File: config.mk
export PLATFORM = sky130hd
export DESIGN_NAME = bracketed_decimal_sum_parser_unit
export DESIGN_NICKNAME = d
export VERILOG_FILES = /design/src/hw/rtl/bdsp_pkg.sv /design/src/hw/rtl/bdsp_out_buf.sv /design/src/hw/rtl/bracketed_decimal_sum_parser_unit.sv
export SDC_FILE = /design/constraint.sdc
export NUM_CORES = 1
export LEC_CHECK = 0
export ABC_AREA = 1
export BUFFER_PORTS_ARGS = -buffer_cell sky130_fd_sc_hd__buf_2
export CAP_MARGIN = 20
export CORE_UTILIZATION = 45
export DETAILED_ROUTE_END_ITERATION = 6
export PLACE_DENSITY = 0.59
export SYNTH_ARGS = -nofsm -noshare
export SYNTH_HDL_FRONTEND = slang
export SYNTH_SLANG_ARGS = --single-unit
export TNS_END_PERCENT = 20
File: constraint.sdc
create_clock -name clk -period 4.63 [get_ports clk]
set_clock_uncertainty 0.1 [all_clocks]
set_input_delay 0 -clock clk [delete_from_list [all_inputs] [get_ports clk]]
set_output_delay 0 -clock clk [all_outputs]
set_load 0.01 [all_outputs]
File: src/hw/rtl/bdsp_pkg.sv
package bdsp_pkg;

	localparam int SUM_BITS = 32;
	localparam int OUT_BITS = 32;

	localparam logic [7:0] CHAR_NUL     = 8'h00;
	localparam logic [7:0] CHAR_TAB     = 8'h09;
	localparam logic [7:0] CHAR_CR      = 8'h0D;
	localparam logic [7:0] CHAR_LF      = 8'h0A;
	localparam logic [7:0] CHAR_SPACE   = 8'h20;
	localparam logic [7:0] CHAR_PLUS    = 8'h2B;
	localparam logic [7:0] CHAR_MINUS   = 8'h2D;
	localparam logic [7:0] CHAR_ZERO    = 8'h30;
	localparam logic [7:0] CHAR_NINE    = 8'h39;
	localparam logic [7:0] CHAR_LBRACK  = 8'h5B;
	localparam logic [7:0] CHAR_RBRACK  = 8'h5D;

	typedef enum logic [1:0] {
		PKT_FIRST,
		PKT_SECOND,
		PKT_BODY,
		PKT_CUT
	} packet_phase_t;

	typedef enum logic [1:0] {
		TERM_SPACE,
		TERM_SIGN,
		TERM_DIGITS,
		TERM_DONE
	} term_phase_t;

	typedef struct packed {
		logic signed [OUT_BITS-1:0] sum;
		logic                       session_end;
	} result_t;

endpackage

File: src/hw/rtl/bdsp_out_buf.sv
module bdsp_out_buf (
	input  logic             clk,
	input  logic             arst_n,
	input  logic             push,
	input  bdsp_pkg::result_t push_data,
	output logic             full,
	output logic             out_valid,
	input  logic             out_ready,
	output bdsp_pkg::result_t out_data
);

	logic [1:0]        count_q;
	logic              rd_ptr_q;
	logic              wr_ptr_q;
	bdsp_pkg::result_t entry_q [2];
	logic              pop;

	assign out_valid = (count_q != 2'd0);
	assign full      = (count_q == 2'd2);
	assign pop       = out_valid && out_ready;
	assign out_data  = entry_q[rd_ptr_q];

	always_ff @(posedge clk or negedge arst_n) begin
		if (!arst_n) begin
			count_q  <= 2'd0;
			rd_ptr_q <= 1'b0;
			wr_ptr_q <= 1'b0;
		end else begin
			if (push)
				wr_ptr_q <= ~wr_ptr_q;
			if (pop)
				rd_ptr_q <= ~rd_ptr_q;
			case ({push, pop})
				2'b10:   count_q <= count_q + 2'd1;
				2'b01:   count_q <= count_q - 2'd1;
				default: count_q <= count_q;
			endcase
		end
	end

	always_ff @(posedge clk) begin
		if (push)
			entry_q[wr_ptr_q] <= push_data;
	end

endmodule

File: src/hw/rtl/bracketed_decimal_sum_parser_unit.sv
// bracketed decimal sum parser unit
// input channel: in_valid / in_ready with data_byte, one raw stream byte per beat
// output channel: out_valid / out_ready with packet_sum and session_end
// a packet such as [12+3+456] yields one result beat when its ']' is taken
// newline bytes are dropped, the first byte of each packet is skipped
// terms are read like strtol in base 10 and summed modulo 2^32
// an empty packet "[]" yields session_end = 1, after which all bytes are dropped
// throughput: one input beat per cycle while the output buffer is not full
// a result is written into the output buffer when its closing beat is taken
// results wait in a two-entry output buffer; in_ready falls only when it is full,
// so a stalled receiver backs up the input after two pending results
// reset: asynchronous, clears the parser state and empties the output buffer;
// in_ready is high right after reset
module bracketed_decimal_sum_parser_unit (
	input  logic               clk,
	input  logic               arst_n,
	input  logic               in_valid,
	output logic               in_ready,
	input  logic [7:0]         data_byte,
	output logic               out_valid,
	input  logic               out_ready,
	output logic signed [31:0] packet_sum,
	output logic               session_end
);

	localparam int SB = bdsp_pkg::SUM_BITS;

	bdsp_pkg::packet_phase_t pkt_q, pkt_nx;
	bdsp_pkg::term_phase_t   term_q, term_nx;
	logic                    fwb_q, fwb_nx;
	logic                    neg_q, neg_nx;
	logic [SB-1:0]           val_q, val_nx;
	logic [SB-1:0]           sum_q, sum_nx;
	logic                    stop_q, stop_nx;

	logic                    accept;
	logic                    buf_full;
	logic                    res_valid;
	bdsp_pkg::result_t       res;
	bdsp_pkg::result_t       out_data;

	logic                    is_digit;
	logic                    is_space;
	logic [SB-1:0]           digit_val;
	logic [SB-1:0]           term_signed;
	logic [SB-1:0]           sum_closed;
	logic [SB-1:0]           val_times10;

	assign accept = in_valid && in_ready;

	assign is_digit  = (data_byte >= bdsp_pkg::CHAR_ZERO) && (data_byte <= bdsp_pkg::CHAR_NINE);
	assign is_space  = (data_byte == bdsp_pkg::CHAR_SPACE)
		|| ((data_byte >= bdsp_pkg::CHAR_TAB) && (data_byte <= bdsp_pkg::CHAR_CR));
	assign digit_val   = SB'(data_byte - bdsp_pkg::CHAR_ZERO) & SB'(4'hF);
	assign term_signed = neg_q ? (SB'(0) - val_q) : val_q;
	assign sum_closed  = sum_q + term_signed;
	assign val_times10 = (val_q << 3) + (val_q << 1);

	always_comb begin
		pkt_nx    = pkt_q;
		term_nx   = term_q;
		fwb_nx    = fwb_q;
		neg_nx    = neg_q;
		val_nx    = val_q;
		sum_nx    = sum_q;
		stop_nx   = stop_q;
		res_valid = 1'b0;
		res.sum         = '0;
		res.session_end = 1'b0;

		if (!stop_q && (data_byte != bdsp_pkg::CHAR_LF)) begin
			if (data_byte == bdsp_pkg::CHAR_RBRACK) begin
				res_valid = 1'b1;
				if (pkt_q == bdsp_pkg::PKT_FIRST) begin
					res.sum = '0;
				end else if ((pkt_q == bdsp_pkg::PKT_SECOND) && fwb_q) begin
					res.session_end = 1'b1;
					stop_nx         = 1'b1;
				end else begin
					res.sum = OUT_SUM_CAST(sum_closed);
				end
				pkt_nx  = bdsp_pkg::PKT_FIRST;
				fwb_nx  = 1'b0;
				sum_nx  = '0;
				term_nx = bdsp_pkg::TERM_SPACE;
				neg_nx  = 1'b0;
				val_nx  = '0;
			end else if (pkt_q == bdsp_pkg::PKT_FIRST) begin
				fwb_nx = (data_byte == bdsp_pkg::CHAR_LBRACK);
				pkt_nx = bdsp_pkg::PKT_SECOND;
			end else if (pkt_q != bdsp_pkg::PKT_CUT) begin
				pkt_nx = bdsp_pkg::PKT_BODY;
				if ((data_byte == bdsp_pkg::CHAR_NUL) || (data_byte == bdsp_pkg::CHAR_PLUS)) begin
					sum_nx  = sum_closed;
					term_nx = bdsp_pkg::TERM_SPACE;
					neg_nx  = 1'b0;
					val_nx  = '0;
					if (data_byte == bdsp_pkg::CHAR_NUL)
						pkt_nx = bdsp_pkg::PKT_CUT;
				end else begin
					case (term_q)
						bdsp_pkg::TERM_SPACE: begin
							if (is_space) begin
								term_nx = term_q;
							end else if (data_byte == bdsp_pkg::CHAR_MINUS) begin
								neg_nx  = 1'b1;
								term_nx = bdsp_pkg::TERM_SIGN;
							end else if (is_digit) begin
								val_nx  = digit_val;
								term_nx = bdsp_pkg::TERM_DIGITS;
							end else begin
								term_nx = bdsp_pkg::TERM_DONE;
							end
						end
						bdsp_pkg::TERM_SIGN: begin
							if (is_digit) begin
								val_nx  = digit_val;
								term_nx = bdsp_pkg::TERM_DIGITS;
							end else begin
								val_nx  = '0;
								term_nx = bdsp_pkg::TERM_DONE;
							end
						end
						bdsp_pkg::TERM_DIGITS: begin
							if (is_digit)
								val_nx = val_times10 + digit_val;
							else
								term_nx = bdsp_pkg::TERM_DONE;
						end
						default: begin
							term_nx = term_q;
						end
					endcase
				end
			end
		end
	end

	function automatic logic signed [bdsp_pkg::OUT_BITS-1:0] OUT_SUM_CAST(
		input logic [SB-1:0] s
	);
		logic [bdsp_pkg::OUT_BITS-1:0] w;
		w = bdsp_pkg::OUT_BITS'(s);
		return $signed(w);
	endfunction

	always_ff @(posedge clk or negedge arst_n) begin
		if (!arst_n) begin
			pkt_q  <= bdsp_pkg::PKT_FIRST;
			term_q <= bdsp_pkg::TERM_SPACE;
			fwb_q  <= 1'b0;
			neg_q  <= 1'b0;
			val_q  <= '0;
			sum_q  <= '0;
			stop_q <= 1'b0;
		end else if (accept) begin
			pkt_q  <= pkt_nx;
			term_q <= term_nx;
			fwb_q  <= fwb_nx;
			neg_q  <= neg_nx;
			val_q  <= val_nx;
			sum_q  <= sum_nx;
			stop_q <= stop_nx;
		end
	end

	assign in_ready = !buf_full;

	bdsp_out_buf u_out_buf (
		.clk       (clk),
		.arst_n    (arst_n),
		.push      (accept && res_valid),
		.push_data (res),
		.full      (buf_full),
		.out_valid (out_valid),
		.out_ready (out_ready),
		.out_data  (out_data)
	);

	assign packet_sum  = out_data.sum;
	assign session_end = out_data.session_end;

endmodule
==> metrics.yaml <==
async_flop_share: 0.532
crit_path_top_delay_cell: "dfrtp_1"
path_class: "register to register"
cap_viol_max_count: 0
rrSetupSlack_ps: 530
crit_family: "simple AND/OR/NAND/NOR gates"
crit_end: "u_out_buf.entry_q[0][19]$_DFFE_PP_"
via_count: 10482
hpwlAfterDp_um: 24600
drc: 0
critPathBufInv: 3
cpPeakStageDelay_ps: 450
initialDrtViolationCount: 664
ys_warn_count: 0
max_slew.worst_pin.slew_ps: 965
grt_max_degree: 40
cts_tree: "done"
worst_setup_path_end_kind: "register"
cts_made_buffers: 17
tns_ps: 0
cts_root_buf: "clkbuf_16"
multi_input_area_um2: 6620
post_cts_buffers: 0
ctsLongestPathBuffers: 2
cts_hold_buf: 16
cts_repair_resize_count: 0
routed_via_density: 5.04
period_share: 0.884
ys_seq_area_frac: 0.336
clkSinkCount: 141
reg2reg_depth: 20
synth_cell_type_count: 45
wire_per_inst_um: 14.9
crit_path_start: "val_q[0]$_DFFE_PN0P_"
cp_max_fo: 5
vdd_drop_max_mv: 0.384
nets: 1852
design_area_um2: 12800
fillCellCount: 2623
htree_num_levels: 4
layout_common_cells: "nand2_1, inv_1, nor2_1"
regArea_um2: 3860
hold_path.class: "primary input to async pin"
antenna_found_initial: 0
synth_edf_count: 66
failed_checks: "negative hold slack"
slew_violations: 0
setup_viol: 0
syn_area_um2: 11500
hold_violations: 10
syn2layout_area_growth_pct: 11.4
antenna_cells: 0
place.gp.congestion: 0.925
fmax_mhz: 244
syn-mean-instance-area_um2: 6.86
die_area_um2: 26200
grt_pass1_wl_um: 51500
syn-instance-count: 1675
worstSetupStartpointType: "register"
dr.pass1.iters: 5
synth_ff_type: "dfrtp_1"
status: "finished with violations"
cp_data_arrival_time_ps: 4150
power_density_nw_per_um2: 257
drt_wl_total_um: 31000
rr_endpoint: "u_out_buf.entry_q[0][19]$_DFFE_PP_"
path_common_cell: "nand2_1"
ys_seq_elements: 141
required_ps: 4690
syn-num-nets: 1790
final_common_cell: "nand2_1"
start_util: 0.457
post-route-util: 0.509
placed_cell_area_um2: 12000
max_slew_margin: 0.353
worstSkewPairLatency_ps: 440
leakagePower_nw: 6.85
clk_pin_slew_worst_paths_ps: 70
ant_nets: 0
crit-reg2reg-launch: "val_q[0]$_DFFE_PN0P_"
die_y_um: 162
track_usage: 0.250
drive_gt1_frac: 0.0623
gr-total-overflow: 0
std_cell_rows: 58
io-pin-count: 47
grt_pass1_vias: 10171
path_cells: "inv_1, ha_1, inv_1, nor3_1, nand2_1, nor3_1, nand3_1, nand2_1, nand2_1, xor2_1, ha_1, nand2_1, nor2_1, inv_1, nor2_1, nand4_1, nand3_1, nand2_1, nand2_1, nor2_1"
fp.dieW_um: 162
fin_crit_ps: 4100
whs_ps: -31.2
rsz0062_at_grt: "false"
io_buffers: 46
core-area_um2: 25100
cp.depth: 20
-- how the worst min path moves through the flow --
stage	startpoint	to	slack, ps	depth (start not counted)
global route	arst_n	term_q[0]$_DFFE_PN0P_	30	2
CTS	arst_n	term_q[0]$_DFFE_PN0P_	20	2
global placement	arst_n	term_q[0]$_DFFE_PN0P_	-80	1
finish	arst_n	term_q[0]$_DFFE_PN0P_	-30	2
floorplan	arst_n	fwb_q$_DFFE_PN0P_	-400	0
detailed placement	arst_n	term_q[0]$_DFFE_PN0P_	-70	1
-- metal layers --
| layer | wire length [um] | GRT usage |
|---|---|---|
| met3 | 1010 | 0.0301 |
| met1 | 15000 | 0.338 |
| met5 | 0 | 0 |
| met4 | 476 | 0.0695 |
| met2 | 14600 | 0.422 |
-- area by class of cell --
type | instances | area share
clock buffer | 19 | 0.0338
clock inverter | 13 | 0.0104
inverter | 231 | 0.0678
multi-input combinational | 1277 | 0.518
sequential | 141 | 0.302
tap | 330 | 0.0323
timing repair buffer | 69 | 0.0364
-- Yosys cell counts, types with 2 or more instances --
| master | number | area share |
|---|---|---|
| ha_1 | 100 | 0.11 |
| o21bai_1 | 9 | 0.0059 |
| clkbuf_1 | 17 | 0.0056 |
| nor2_2 | 4 | 0.0022 |
| nand2_1 | 617 | 0.20 |
| nand3_2 | 2 | 0.0017 |
| inv_2 | 4 | 0.0013 |
| nand4_1 | 24 | 0.013 |
| o21ai_1 | 23 | 0.010 |
| o211ai_1 | 2 | 0.0013 |
| a21oi_1 | 62 | 0.027 |
| nand2_2 | 2 | 0.0011 |
| buf_6 | 5 | 0.0049 |
| nor3_1 | 16 | 0.0070 |
| or2_2 | 3 | 0.0016 |
| xor2_1 | 28 | 0.021 |
| o21ai_2 | 2 | 0.0015 |
| buf_2 | 2 | 0.00087 |
| fa_1 | 3 | 0.0052 |
| xnor2_1 | 36 | 0.027 |
| edfxtp_1 | 66 | 0.17 |
| o21ai_0 | 45 | 0.020 |
| o22ai_1 | 2 | 0.0011 |
| dfrtp_1 | 75 | 0.16 |
| nor4_1 | 2 | 0.0011 |
| nand3_1 | 88 | 0.038 |
| nand3b_1 | 9 | 0.0059 |
| nor2_4 | 4 | 0.0039 |
| and2_1 | 3 | 0.0016 |
| nor2_1 | 180 | 0.059 |
| inv_1 | 226 | 0.074 |
-- power breakdown --
part / internal [mW] / switching (mW) / total (mW)
combinational: 0.241 / 0.389 / 0.630
sequential: 1.32 / 0.0106 / 1.33
clock: 0.753 / 0.581 / 1.33
-- registers in the layout (all words and copies together) (netlist names) --
| signal | count |
|---|---|
| stop_q | 1 |
| neg_q | 1 |
| term_q | 2 |
| u_out_buf.entry_q | 66 |
| u_out_buf.count_q | 2 |
| pkt_q | 2 |
| u_out_buf.wr_ptr_q | 1 |
| val_q | 32 |
| sum_q | 32 |
| fwb_q | 1 |
| u_out_buf.rd_ptr_q | 1 |
-- worst reg2reg max path, stage by stage (launching register included) --
cell and delay, ps:
dfrtp_1 450, inv_1 100, ha_1 140, inv_1 40, nor3_1 280, nand2_1 110
nor3_1 400, nand3_1 190, nand2_1 220, nand2_1 90, xor2_1 150, ha_1 370
nand2_1 100, nor2_1 180, inv_1 80, nor2_1 280, nand4_1 200, nand3_1 150
nand2_1 70, nand2_1 70, nor2_1 50
-- stage by stage --
stage | total power [mW] | std cells | setup WS, ps
after floorplan | 1.73 | 1675 | 1380
after global placement | 1.96 | 2031 | 675
after detailed placement | 1.97 | 2031 | 571
after CTS | 3.31 | 2079 | 551
after global routing | 3.46 | 2080 | 106
final | 3.29 | 2080 | 535
-- logic make-up after synthesis --
kind of cell	synth area share
fa+ha+maj	0.114
buf+inv	0.0878
simple gates	0.342
xor+xnor	0.0488
flops	0.336
compound gates	0.0711
Power figures use the tool's default switching activity.
